--- src/hw/rtl/qtg_pkg.sv ---
// ----------------------------------------------------------------------------
// qtg_pkg
// Shared widths for the quintic trajectory generator and its arithmetic units.
// ----------------------------------------------------------------------------
package qtg_pkg;

    // field widths
    localparam int POS_W   = 32;   // signed Q16.16 position
    localparam int DUR_W   = 24;   // duration in microseconds
    localparam int TICK_W  = 16;   // tick time in microseconds
    localparam int TIME_W  = 32;   // elapsed time in microseconds

    // digit width of the shared multiplier
    localparam int DIGIT_W = 16;

endpackage

--- src/hw/rtl/qtg_div.sv ---
// ----------------------------------------------------------------------------
// qtg_div
// Radix-2 restoring divider: quotient of (num * 2^QW) / den for num < den,
// one quotient bit per cycle.
// ----------------------------------------------------------------------------
module qtg_div
    import qtg_pkg::*;
#(
    parameter int QW = 24
) (
    input  logic              i_clk,
    input  logic              i_rst_n,
    input  logic              i_start,
    input  logic [DUR_W-1:0]  i_num,
    input  logic [DUR_W-1:0]  i_den,
    output logic              o_done,
    output logic [QW-1:0]     o_quot
);

    localparam int CW = $clog2(QW + 1);

    logic [DUR_W-1:0] r_rem;
    logic [DUR_W-1:0] r_den;
    logic [QW-1:0]    r_quot;
    logic [CW-1:0]    r_cnt;
    logic             r_busy;
    logic             r_done;

    logic [DUR_W:0]   rem2;
    logic [DUR_W:0]   den_x;
    logic [DUR_W:0]   diff;
    logic             ge;

    // one trial subtraction per cycle
    assign rem2  = {r_rem, 1'b0};
    assign den_x = {1'b0, r_den};
    assign ge    = (rem2 >= den_x);
    assign diff  = rem2 - den_x;

    // control
    always_ff @(posedge i_clk) begin
        if (!i_rst_n) begin
            r_busy <= 1'b0;
            r_done <= 1'b0;
            r_cnt  <= '0;
        end else begin
            r_done <= 1'b0;
            if (i_start) begin
                r_busy <= 1'b1;
                r_cnt  <= CW'(QW);
            end else if (r_busy) begin
                r_cnt <= r_cnt - 1'b1;
                if (r_cnt == CW'(1)) begin
                    r_busy <= 1'b0;
                    r_done <= 1'b1;
                end
            end
        end
    end

    // datapath
    always_ff @(posedge i_clk) begin
        if (i_start) begin
            r_rem  <= i_num;
            r_den  <= i_den;
            r_quot <= '0;
        end else if (r_busy) begin
            r_rem  <= ge ? diff[DUR_W-1:0] : rem2[DUR_W-1:0];
            r_quot <= {r_quot[QW-2:0], ge};
        end
    end

    assign o_done = r_done;
    assign o_quot = r_quot;

endmodule

--- src/hw/rtl/qtg_mac.sv ---
// ----------------------------------------------------------------------------
// qtg_mac
// Shared digit-serial multiplier: a times b, one 16-bit digit of b per cycle,
// most significant digit first.
// ----------------------------------------------------------------------------
module qtg_mac
    import qtg_pkg::*;
#(
    parameter int AW = 25,
    parameter int ND = 2
) (
    input  logic                       i_clk,
    input  logic                       i_rst_n,
    input  logic                       i_start,
    input  logic [AW-1:0]              i_a,
    input  logic [ND*DIGIT_W-1:0]      i_b,
    output logic                       o_done,
    output logic [AW+ND*DIGIT_W-1:0]   o_prod
);

    localparam int BW = ND * DIGIT_W;
    localparam int PW = AW + BW;
    localparam int CW = $clog2(ND + 1);

    logic [AW-1:0]         r_a;
    logic [BW-1:0]         r_b;
    logic [PW-1:0]         r_acc;
    logic [CW-1:0]         r_cnt;
    logic                  r_busy;
    logic                  r_done;

    logic [AW+DIGIT_W-1:0] part;
    logic [PW-1:0]         n_acc;

    // partial product of the top digit, accumulated after a digit shift
    assign part  = r_a * r_b[BW-1 -: DIGIT_W];
    assign n_acc = {r_acc[PW-DIGIT_W-1:0], DIGIT_W'(0)} + PW'(part);

    // control
    always_ff @(posedge i_clk) begin
        if (!i_rst_n) begin
            r_busy <= 1'b0;
            r_done <= 1'b0;
            r_cnt  <= '0;
        end else begin
            r_done <= 1'b0;
            if (i_start) begin
                r_busy <= 1'b1;
                r_cnt  <= CW'(ND);
            end else if (r_busy) begin
                r_cnt <= r_cnt - 1'b1;
                if (r_cnt == CW'(1)) begin
                    r_busy <= 1'b0;
                    r_done <= 1'b1;
                end
            end
        end
    end

    // datapath
    always_ff @(posedge i_clk) begin
        if (i_start) begin
            r_a   <= i_a;
            r_b   <= i_b;
            r_acc <= '0;
        end else if (r_busy) begin
            r_b   <= r_b << DIGIT_W;
            r_acc <= n_acc;
        end
    end

    assign o_done = r_done;
    assign o_prod = r_acc;

endmodule

--- src/hw/rtl/quintic_trajectory_generator.sv ---
// ----------------------------------------------------------------------------
// quintic_trajectory_generator
// Point-to-point minimum-jerk setpoint generator with a divider and a shared
// multiplier under a small sequencer.
// ----------------------------------------------------------------------------
// One request is handled at a time. A restart request clears the elapsed
// time and gives no result. A step request past the move (or with a zero
// duration) goes from S_CHECK straight to S_WRITE; a request at the end of
// the move skips the divider and makes one multiplier pass for the offset. A
// request on the curve runs the bit-serial divider that forms s, then four
// passes through the 16-bit-digit multiplier (s^2, s^3, the blend and the
// offset), which takes its b operand in ND digits, ND being
// ceil(max(FRACTION_BITS+4,32)/16). A finished result sits in an output
// register, so the next request can be taken while it waits; a step result
// that finds that register still full holds the block until it drains.
// ----------------------------------------------------------------------------
module quintic_trajectory_generator
    import qtg_pkg::*;
#(
    parameter int FRACTION_BITS = 24
) (
    input  logic                     i_clk,
    input  logic                     i_rst_n,
    input  logic                     i_in_valid,
    output logic                     o_in_ready,
    input  logic                     i_op,
    input  logic signed [POS_W-1:0]  i_start_pos,
    input  logic signed [POS_W-1:0]  i_target_pos,
    input  logic [DUR_W-1:0]         i_duration,
    input  logic [TICK_W-1:0]        i_tick_time,
    output logic                     o_out_valid,
    input  logic                     i_out_ready,
    output logic signed [POS_W-1:0]  o_position
);

    localparam int F    = FRACTION_BITS;
    localparam int QW   = F + 4;
    localparam int BMAX = (QW > POS_W) ? QW : POS_W;
    localparam int ND   = (BMAX + DIGIT_W - 1) / DIGIT_W;
    localparam int BW   = ND * DIGIT_W;
    localparam int AW   = F + 1;
    localparam int PW   = AW + BW;

    localparam logic [F:0]    P_ONE = {1'b1, {F{1'b0}}};
    localparam logic [QW-1:0] Q_TEN = {4'd10, {F{1'b0}}};

    typedef enum logic [11:0] {
        S_IDLE  = 12'b0000_0000_0001,
        S_CHECK = 12'b0000_0000_0010,
        S_DIV   = 12'b0000_0000_0100,
        S_SQ    = 12'b0000_0000_1000,
        S_Q1    = 12'b0000_0001_0000,
        S_Q2    = 12'b0000_0010_0000,
        S_CUBE  = 12'b0000_0100_0000,
        S_BLEND = 12'b0000_1000_0000,
        S_OFFS  = 12'b0001_0000_0000,
        S_OFF   = 12'b0010_0000_0000,
        S_SUM   = 12'b0100_0000_0000,
        S_WRITE = 12'b1000_0000_0000
    } t_state;

    // registers
    t_state                  r_state,   n_state;
    logic [TIME_W-1:0]       r_elapsed, n_elapsed;
    logic signed [POS_W-1:0] r_origin,  n_origin;
    logic                    r_neg,     n_neg;
    logic [POS_W-1:0]        r_mag,     n_mag;
    logic [DUR_W-1:0]        r_ldur,    n_ldur;
    logic signed [POS_W-1:0] r_target,  n_target;
    logic [DUR_W-1:0]        r_dur,     n_dur;
    logic [F-1:0]            r_s,       n_s;
    logic [F-1:0]            r_s2,      n_s2;
    logic [QW-1:0]           r_q,       n_q;
    logic [F:0]              r_p,       n_p;
    logic [POS_W-1:0]        r_off,     n_off;
    logic signed [POS_W-1:0] r_res,     n_res;
    logic                    r_out_valid;
    logic signed [POS_W-1:0] r_out_pos;

    // arithmetic unit hookup
    logic                    div_start;
    logic                    div_done;
    logic [F-1:0]            div_quot;
    logic                    mac_start;
    logic [AW-1:0]           mac_a;
    logic [BW-1:0]           mac_b;
    logic                    mac_done;
    logic [PW-1:0]           mac_prod;

    // helpers
    logic                    in_fire;
    logic                    out_load;
    logic [TIME_W:0]         time_sum;
    logic [POS_W:0]          up_span;
    logic [POS_W:0]          dn_span;
    logic [QW-1:0]           blend_raw;
    logic signed [POS_W+1:0] pos_sum;

    qtg_div #(
        .QW (F)
    ) u_div (
        .i_clk   (i_clk),
        .i_rst_n (i_rst_n),
        .i_start (div_start),
        .i_num   (r_elapsed[DUR_W-1:0]),
        .i_den   (r_ldur),
        .o_done  (div_done),
        .o_quot  (div_quot)
    );

    qtg_mac #(
        .AW (AW),
        .ND (ND)
    ) u_mac (
        .i_clk   (i_clk),
        .i_rst_n (i_rst_n),
        .i_start (mac_start),
        .i_a     (mac_a),
        .i_b     (mac_b),
        .o_done  (mac_done),
        .o_prod  (mac_prod)
    );

    // handshakes
    assign o_in_ready = (r_state == S_IDLE);
    assign in_fire    = i_in_valid && o_in_ready;
    assign out_load   = (r_state == S_WRITE) && (!r_out_valid || i_out_ready);

    // saturating time advance and span magnitude
    assign time_sum  = {1'b0, r_elapsed} + (TIME_W+1)'(i_tick_time);
    assign up_span   = {i_target_pos[POS_W-1], i_target_pos}
                     - {i_start_pos[POS_W-1], i_start_pos};
    assign dn_span   = {i_start_pos[POS_W-1], i_start_pos}
                     - {i_target_pos[POS_W-1], i_target_pos};
    assign blend_raw = mac_prod[F +: QW];

    // origin plus signed offset, wide enough to saturate afterward
    assign pos_sum = r_neg
        ? ({{2{r_origin[POS_W-1]}}, r_origin} - $signed({2'b00, r_off}))
        : ({{2{r_origin[POS_W-1]}}, r_origin} + $signed({2'b00, r_off}));

    // sequencer
    always_comb begin
        n_state   = r_state;
        n_elapsed = r_elapsed;
        n_origin  = r_origin;
        n_neg     = r_neg;
        n_mag     = r_mag;
        n_ldur    = r_ldur;
        n_target  = r_target;
        n_dur     = r_dur;
        n_s       = r_s;
        n_s2      = r_s2;
        n_q       = r_q;
        n_p       = r_p;
        n_off     = r_off;
        n_res     = r_res;
        div_start = 1'b0;
        mac_start = 1'b0;
        mac_a     = AW'(r_s);
        mac_b     = BW'(r_s);
        unique case (r_state)
            S_IDLE: begin
                if (in_fire) begin
                    if (i_op) begin
                        n_elapsed = '0;
                    end else begin
                        if (r_elapsed == '0) begin
                            n_origin = i_start_pos;
                            n_neg    = up_span[POS_W];
                            n_mag    = up_span[POS_W] ? dn_span[POS_W-1:0]
                                                      : up_span[POS_W-1:0];
                            n_ldur   = i_duration;
                        end
                        n_elapsed = time_sum[TIME_W] ? '1 : time_sum[TIME_W-1:0];
                        n_target  = i_target_pos;
                        n_dur     = i_duration;
                        n_state   = S_CHECK;
                    end
                end
            end
            S_CHECK: begin
                if ((r_elapsed > TIME_W'(r_dur)) || (r_ldur == '0)) begin
                    n_res   = r_target;
                    n_state = S_WRITE;
                end else if (r_elapsed >= TIME_W'(r_ldur)) begin
                    n_p     = P_ONE;
                    n_state = S_OFFS;
                end else begin
                    div_start = 1'b1;
                    n_state   = S_DIV;
                end
            end
            S_DIV: begin
                if (div_done) begin
                    n_s       = div_quot;
                    mac_start = 1'b1;
                    mac_a     = AW'(div_quot);
                    mac_b     = BW'(div_quot);
                    n_state   = S_SQ;
                end
            end
            S_SQ: begin
                if (mac_done) begin
                    n_s2    = mac_prod[F +: F];
                    n_state = S_Q1;
                end
            end
            S_Q1: begin
                // 10 + 6*s^2
                n_q     = Q_TEN + {2'b00, r_s2, 2'b00} + {3'b000, r_s2, 1'b0};
                n_state = S_Q2;
            end
            S_Q2: begin
                // minus 15*s, while the cube runs
                n_q       = r_q - ({r_s, 4'b0000} - {4'b0000, r_s});
                mac_start = 1'b1;
                mac_a     = AW'(r_s2);
                mac_b     = BW'(r_s);
                n_state   = S_CUBE;
            end
            S_CUBE: begin
                if (mac_done) begin
                    mac_start = 1'b1;
                    mac_a     = AW'(mac_prod[F +: F]);
                    mac_b     = BW'(r_q);
                    n_state   = S_BLEND;
                end
            end
            S_BLEND: begin
                if (mac_done) begin
                    n_p     = (blend_raw > QW'(P_ONE)) ? P_ONE : blend_raw[F:0];
                    n_state = S_OFFS;
                end
            end
            S_OFFS: begin
                mac_start = 1'b1;
                mac_a     = r_p;
                mac_b     = BW'(r_mag);
                n_state   = S_OFF;
            end
            S_OFF: begin
                if (mac_done) begin
                    n_off   = mac_prod[F +: POS_W];
                    n_state = S_SUM;
                end
            end
            S_SUM: begin
                // saturate to the 32-bit range
                if (pos_sum[POS_W+1:POS_W-1] == 3'b000 ||
                    pos_sum[POS_W+1:POS_W-1] == 3'b111) begin
                    n_res = pos_sum[POS_W-1:0];
                end else if (pos_sum[POS_W+1]) begin
                    n_res = {1'b1, {(POS_W-1){1'b0}}};
                end else begin
                    n_res = {1'b0, {(POS_W-1){1'b1}}};
                end
                n_state = S_WRITE;
            end
            S_WRITE: begin
                if (out_load) begin
                    n_state = S_IDLE;
                end
            end
            default: begin
                n_state = S_IDLE;
            end
        endcase
    end

    // control and trajectory state
    always_ff @(posedge i_clk) begin
        if (!i_rst_n) begin
            r_state     <= S_IDLE;
            r_elapsed   <= '0;
            r_origin    <= '0;
            r_neg       <= 1'b0;
            r_mag       <= '0;
            r_ldur      <= '0;
            r_out_valid <= 1'b0;
        end else begin
            r_state   <= n_state;
            r_elapsed <= n_elapsed;
            r_origin  <= n_origin;
            r_neg     <= n_neg;
            r_mag     <= n_mag;
            r_ldur    <= n_ldur;
            if (out_load) begin
                r_out_valid <= 1'b1;
            end else if (i_out_ready) begin
                r_out_valid <= 1'b0;
            end
        end
    end

    // working registers
    always_ff @(posedge i_clk) begin
        r_target <= n_target;
        r_dur    <= n_dur;
        r_s      <= n_s;
        r_s2     <= n_s2;
        r_q      <= n_q;
        r_p      <= n_p;
        r_off    <= n_off;
        r_res    <= n_res;
        if (out_load) begin
            r_out_pos <= r_res;
        end
    end

    assign o_out_valid = r_out_valid;
    assign o_position  = r_out_pos;

endmodule
--- config.mk ---
export PLATFORM = sky130hd
export DESIGN_NAME = quintic_trajectory_generator
export DESIGN_NICKNAME = d
export VERILOG_FILES = /design/src/hw/rtl/qtg_pkg.sv /design/src/hw/rtl/qtg_div.sv /design/src/hw/rtl/qtg_mac.sv /design/src/hw/rtl/quintic_trajectory_generator.sv
export SDC_FILE = /design/constraint.sdc
export NUM_CORES = 2
export LEC_CHECK = 0
export BUFFER_PORTS_ARGS = -buffer_cell sky130_fd_sc_hd__clkbuf_2
export CORE_MARGIN = 5
export CORE_UTILIZATION = 55
export CTS_CLUSTER_DIAMETER = 100
export DETAILED_ROUTE_END_ITERATION = 6
export GPL_ROUTABILITY_DRIVEN = 1
export PLACE_DENSITY = 0.83
export SKIP_LAST_GASP = 1
export SLEW_MARGIN = 15
export SYNTH_ARGS = -nofsm -noshare
export SYNTH_HDL_FRONTEND = slang
export SYNTH_SLANG_ARGS = --single-unit
--- constraint.sdc ---
create_clock -name i_clk -period 20.3 [get_ports i_clk]
set_input_delay 3.045 -clock i_clk [delete_from_list [all_inputs] [get_ports i_clk]]
set_output_delay 3.045 -clock i_clk [all_outputs]
set_load 0.02 [all_outputs]
=== Word-level counts from Yosys, hierarchy flattened ===
Cells that the tools add are included.

* Flip-flop bits (word level): 583
* Input bits: 109
* Output and inout bits: 34
* Logic and storage cells: 163

* Add/subtract/negate cells: 13
* Multiply operators: 1
* Magnitude comparators: 4
* Equal/unequal tests: 26
* Muxes and demuxes: 56
* Bitwise operators: 4
* Reduce and logical (&&, ||, !) cells: 29

{| class="wikitable"
|+ Operators with widths
! kind !! count
|-
| two-way mux 32 bit || 8
|-
| two-way mux 24 bit || 6
|-
| case mux 12 bit (12 select lines) || 1
|-
| two-way mux 12 bit || 9
|-
| two-way mux 25 bit || 4
|-
| case mux 25 bit (4 select lines) || 1
|-
| case mux 32 bit (3 select lines) || 1
|-
| case mux 32 bit (2 select lines) || 1
|-
| adder 56 x 41 -> 56 bit || 1
|-
| case mux 28 bit (2 select lines) || 1
|-
| case mux 25 bit (2 select lines) || 1
|-
| multiplier 25 x 16 -> 41 bit || 1
|-
| adder 32 x 33 -> 34 bit || 1
|-
| two-way mux 34 bit || 1
|-
| subtractor 32 x 33 -> 34 bit || 1
|-
| adder 32 x 16 -> 33 bit || 1
|-
| subtractor 32 x 32 -> 33 bit || 1
|-
| greater-or-equal comparator 32 x 24 -> 1 bit || 1
|-
| greater-than comparator 32 x 24 -> 1 bit || 1
|-
| logical NOT 32 bit || 1
|-
| subtractor 32 bit || 1
|-
| adder 28 x 25 -> 28 bit || 1
|-
| adder 28 x 26 -> 28 bit, first input constant || 1
|-
| greater-than comparator 28 x 25 -> 1 bit, second input constant || 1
|-
| other kinds (42) || 86
|}

=== Logic depth before layout (Yosys ltp) ===
* Depth in word-level cells: 6
* Depth in mapped cells: 27
* Depth with buffers taken out: 25

=== Hierarchy ===
From an unflattened synthesis, not the netlist that was laid out.

* Cell total of the unflattened synthesis: 5451
* Area, all modules: 49423.7 um2

{| class="wikitable"
|+ By module, submodules not included
! module !! instances !! cells each !! area each (um2) !! sequential area each (um2)
|-
| quintic_trajectory_generator || 1 || 2866 || 25708.4 || 10279.9
|-
| qtg_mac || 1 || 2081 || 19027.0 || 2932.8
|-
| qtg_div || 1 || 504 || 4688.2 || 2062.0
|}

=== Worst setup path before layout ===
Ideal clock, no wire load.

* Kind: reg2reg
* From: register u_mac.r_b[25]
* To: register u_mac.r_acc[43] (netlist: u_mac.o_prod[43])
* Setup time: 0.126 ns
* Data arrival time: 6.691 ns
* Data required time: 20.174 ns
* Path slack: 13.483 ns
* Cell stages (with the launch flop): 27
* Buffers on the path: 2
* Period minus slack after synthesis: 6.817 ns
* Cell sequence: edfxtp_1 > clkbuf_1 > clkbuf_1 > nand2_1 > fa_1 > inv_1 > fa_1 > inv_1 > fa_1 > inv_1 > fa_1 > fa_1 > inv_1 > fa_1 > inv_1 > ha_1 > a21o_1 > a221o_1 > a221oi_1 > o21ai_0 > a21oi_1 > o211ai_1 > a21o_1 > a221oi_1 > o21ba_2 > xor2_1 > o21ai_0

* Cells in the longest elaborated chain, start to end: 2

{| class="wikitable"
|+ RTL lines
! what !! line !! RTL
|-
| start, declared || qtg_mac.sv:26 || <nowiki>logic [BW-1:0] r_b;</nowiki>
|-
| start signal, assigned || qtg_mac.sv:64 || <nowiki>r_b <= i_b;</nowiki>
|-
| start signal, assigned || qtg_mac.sv:67 || <nowiki>r_b <= r_b << DIGIT_W;</nowiki>
|-
| multiplier 25 x 16 -> 41 bit || qtg_mac.sv:36 || <nowiki>assign part = r_a * r_b[BW-1 -: DIGIT_W];</nowiki>
|-
| adder 56 x 41 -> 56 bit || qtg_mac.sv:37 || <nowiki>assign n_acc = {r_acc[PW-DIGIT_W-1:0], DIGIT_W'(0)} + PW'(part);</nowiki>
|-
| end signal, assigned || qtg_mac.sv:68 || <nowiki>r_acc <= n_acc;</nowiki>
|-
| end, declared || qtg_mac.sv:27 || <nowiki>logic [PW-1:0] r_acc;</nowiki>
|}

No other way between the ends.
A chain may end at the register's enable or synchronous reset.

=== Worst setup path after layout ===
* From: register u_mac.r_b[24]
* To: register u_mac.r_acc[43] (netlist: u_mac.o_prod[43])

The elaborated chain is that of the path after synthesis.

==> metrics.yaml <==
clock_network:
  clock-root-buffer: "clkbuf_16"
  clock_latency_ns: 0.64
  clock_sinks: 583
  post-cts-setup-buffer-count: 0
  hold_buffers: 0
  cts_resized: 0
  numCtsBuffers: 67
  cts_buffer_depth: 3
  clk_pin_slew_worst_paths_ns: 0.06
  cts_max_level: 3
  cts_tree: "done"
placement:
  dp_slack_ns: 12.61
  dp_hpwl_mm: 102
  place_congestion: 0.994
  port_buffers: 142
  placed_cells: 6385
worst_setup_path:
  worstSetupStartpointType: "register"
  critPathKind: "reg -> reg"
  cp_max_fo: 25
  worstPathArrival_ns: 8.36
  critical_path.endpoint_type: "register"
  r2r_slack_ns: 12.44
  cp.required_ns: 20.80
cells_and_area:
  drive_gt1_frac: 0.0653
  finalNetCount: 6143
  seqCellArea_um2: 15300
  multi_input_area_um2: 29500
  largest_reg_flops: 56
  final_cells: 6508
  syn_to_final_growth_pct: 7.95
  antenna-diode-count: 0
  fin_util: 0.595
  fillers: 7201
synth:
  yosys_most_used_dff: "edfxtp_1"
  syn-cell-area_um2: 48500
  synth_top_cell_area_share: 0.222
  yosysSeqAreaShare: 0.314
  synth-simple-area-share: 0.149
  muxShareOfSynthArea: 0.0176
  netlist_instances: 5277
  async_flop_share: 0
  yosysTopAreaCell: "edfxtp_1"
  synth-edff-count: 358
  syn_nets: 6131
  synth.area.top_cells: "edfxtp_1 22%, fa_1 15%, ha_1 9.6%"
  synth-seq-cells: 583
  synth-xor-area-share: 0.0381
  synth-adder-area-share: 0.250
  synth-compound-area-share: 0.151
  ys.warnings.count: 0
  synth.avg_cell_area_um2: 9.19
  synth_top_family_by_area: "adder cells"
  synth.distinct_cells: 93
floorplan:
  rows: 109
  ios: 143
  start_util: 0.551
  dieArea_um2: 94200
  die_y_um: 307
  core_area_um2: 88000
  die_x_um: 307
timing:
  worst_pin_slew_ns: 1.18
  setup_slack_ns: 12.44
  finalCritPeriodShare: 0.387
  whs_ns: 0.419
  hold_viol: 0
  relSlewSlack: 0.202
  slew_viol_final: 0
  fmax_ghz: 0.127
  fin_crit_ns: 7.86
  fin_setup_tns_ns: 0
  skew_ns: 0.0494
  setup_viol: 0
  rsz0062_at_grt: "false"
run:
  max_cap_violations: 0
routing:
  wire_per_inst_um: 21.2
  routed_wl_mm: 138
  antenna_left: 0
  vias: 39400
  via_per_inst: 6.05
  firstDrtPassIters: 7
  drcViolationCount: 10
  drt_first_iter_violations: 4317
status:
  outcome: "finished with violations"
  violations: "design-rule violations"
global_route:
  antenna_found_initial: 0
  grtUsageMet2: 0.466
  met1_usage: 0.372
  gr-total-overflow: 0
  grt_usage: 0.288
  grt_pass1_vias: 39500
  grt_max_degree: 90
  busiest_layer: "met2"
  globalRouteMet3Util: 0.0533
  grt_pass1_wl_mm: 217
power_and_ir_drop:
  power_leakage_nw: 23.4
  ir_worst_vdd_mv: 0.0693
  powerDensity_nw_per_um2: 70.2
worst_hold_path:
  hold_class: "reg -> reg"
## cells by family (layout without fill, tap and decap cells)
logic type	Yosys count	in the layout
mux	84	84
simple gates	1530	1530
compound gates	1109	1109
flops	583	583
buf+inv	1015	1081
xor+xnor	211	211
fa+ha+maj	745	745
## critical path, stage by stage (launching register included)
cell and delay, ns:
edfxtp_1 0.99, nand2_1 0.17, fa_1 0.54, inv_1 0.05, fa_1 0.49, inv_1 0.05, fa_1 0.47, inv_1 0.05
fa_1 0.52, fa_1 0.55, inv_1 0.08, fa_1 0.56, inv_1 0.05, ha_1 0.36, a21o_1 0.21, a221o_1 0.35
a221oi_1 0.31, o21ai_0 0.34, a21oi_1 0.43, o211ai_1 0.15, a21o_1 0.22, a221oi_1 0.39, o21ba_2 0.19, xor2_1 0.16
o21ai_0 0.08
## through the flow
stage / instance area [µm²] / total power, mW
after floorplan: 48500 / 2.08
after global placement: 50100 / 2.41
after detailed placement: 50100 / 2.43
after CTS: 52400 / 3.67
after global routing: 52400 / 3.84
final: 52400 / 3.68
## layer usage
layer	vias to the layer above	routed length, µm
met5	-	0
li1	17800	-
met1	18800	52200
met2	2220	63000
met3	505	14000
met4	0	8620
## power by group
group / total [mW] / switching, mW / internal [mW]
Combinational: 1.09 / 0.692 / 0.397
Clock: 1.24 / 0.528 / 0.713
Sequential: 1.35 / 0.0514 / 1.29
Total: 3.68 / 1.27 / 2.40
## worst paths after layout
| kind | from | to | cells past startpoint |
|---|---|---|---|
| max | u_mac.r_b[24] | u_mac.o_prod[43] | 24 |
| min | r_res[31] | o_position[31] | 0 |
| max reg2reg | u_mac.r_b[24] | u_mac.o_prod[43] | 24 |
| min reg2reg | r_res[31] | o_position[31] | 0 |
## cell usage after synthesis (17+ instances only)
cell	count
a211oi_1	39
a21boi_0	77
a21o_1	113
a21oi_1	301
a222oi_1	46
a31oi_1	46
and2_1	220
and3_1	32
buf_2	25
clkbuf_1	207
dfxtp_1	225
edfxtp_1	358
fa_1	371
ha_1	374
inv_1	771
mux2i_1	76
nand2_1	668
nand2b_1	41
nand3_1	66
nand4_1	40
nor2_1	274
nor2b_1	38
nor3_1	47
nor4_1	30
o211a_1	18
o211ai_1	40
o21a_1	39
o21ai_0	220
o21bai_1	25
or3_1	17
xnor2_1	126
xor2_1	85
## layout by cell type (no fill, tap or decap), types with 17 or more instances in the layout
| cell | count |
|---|---|
| a211oi_1 | 39 |
| a21boi_0 | 77 |
| a21o_1 | 113 |
| a21oi_1 | 301 |
| a222oi_1 | 46 |
| a31oi_1 | 46 |
| and2_1 | 218 |
| and3_1 | 32 |
| buf_4 | 45 |
| clkbuf_16 | 68 |
| clkbuf_2 | 141 |
| dfxtp_1 | 224 |
| edfxtp_1 | 358 |
| fa_1 | 371 |
| ha_1 | 374 |
| inv_1 | 770 |
| mux2i_1 | 76 |
| nand2_1 | 667 |
| nand2b_1 | 41 |
| nand3_1 | 66 |
| nand4_1 | 40 |
| nor2_1 | 271 |
| nor2b_1 | 36 |
| nor3_1 | 47 |
| nor4_1 | 29 |
| o211a_1 | 18 |
| o211ai_1 | 40 |
| o21a_1 | 39 |
| o21ai_0 | 218 |
| o21bai_1 | 25 |
| or3_1 | 17 |
| xnor2_1 | 126 |
| xor2_1 | 85 |
## layout make-up
cell class,instances,share of cell area
inverter,772,0.0554
timing repair buffer,186,0.0199
clock buffer,87,0.0350
sequential,583,0.291
clock inverter,36,0.00800
multi-input combinational,3679,0.563
tap,1165,0.0278
Power figures use the tool's default switching activity.
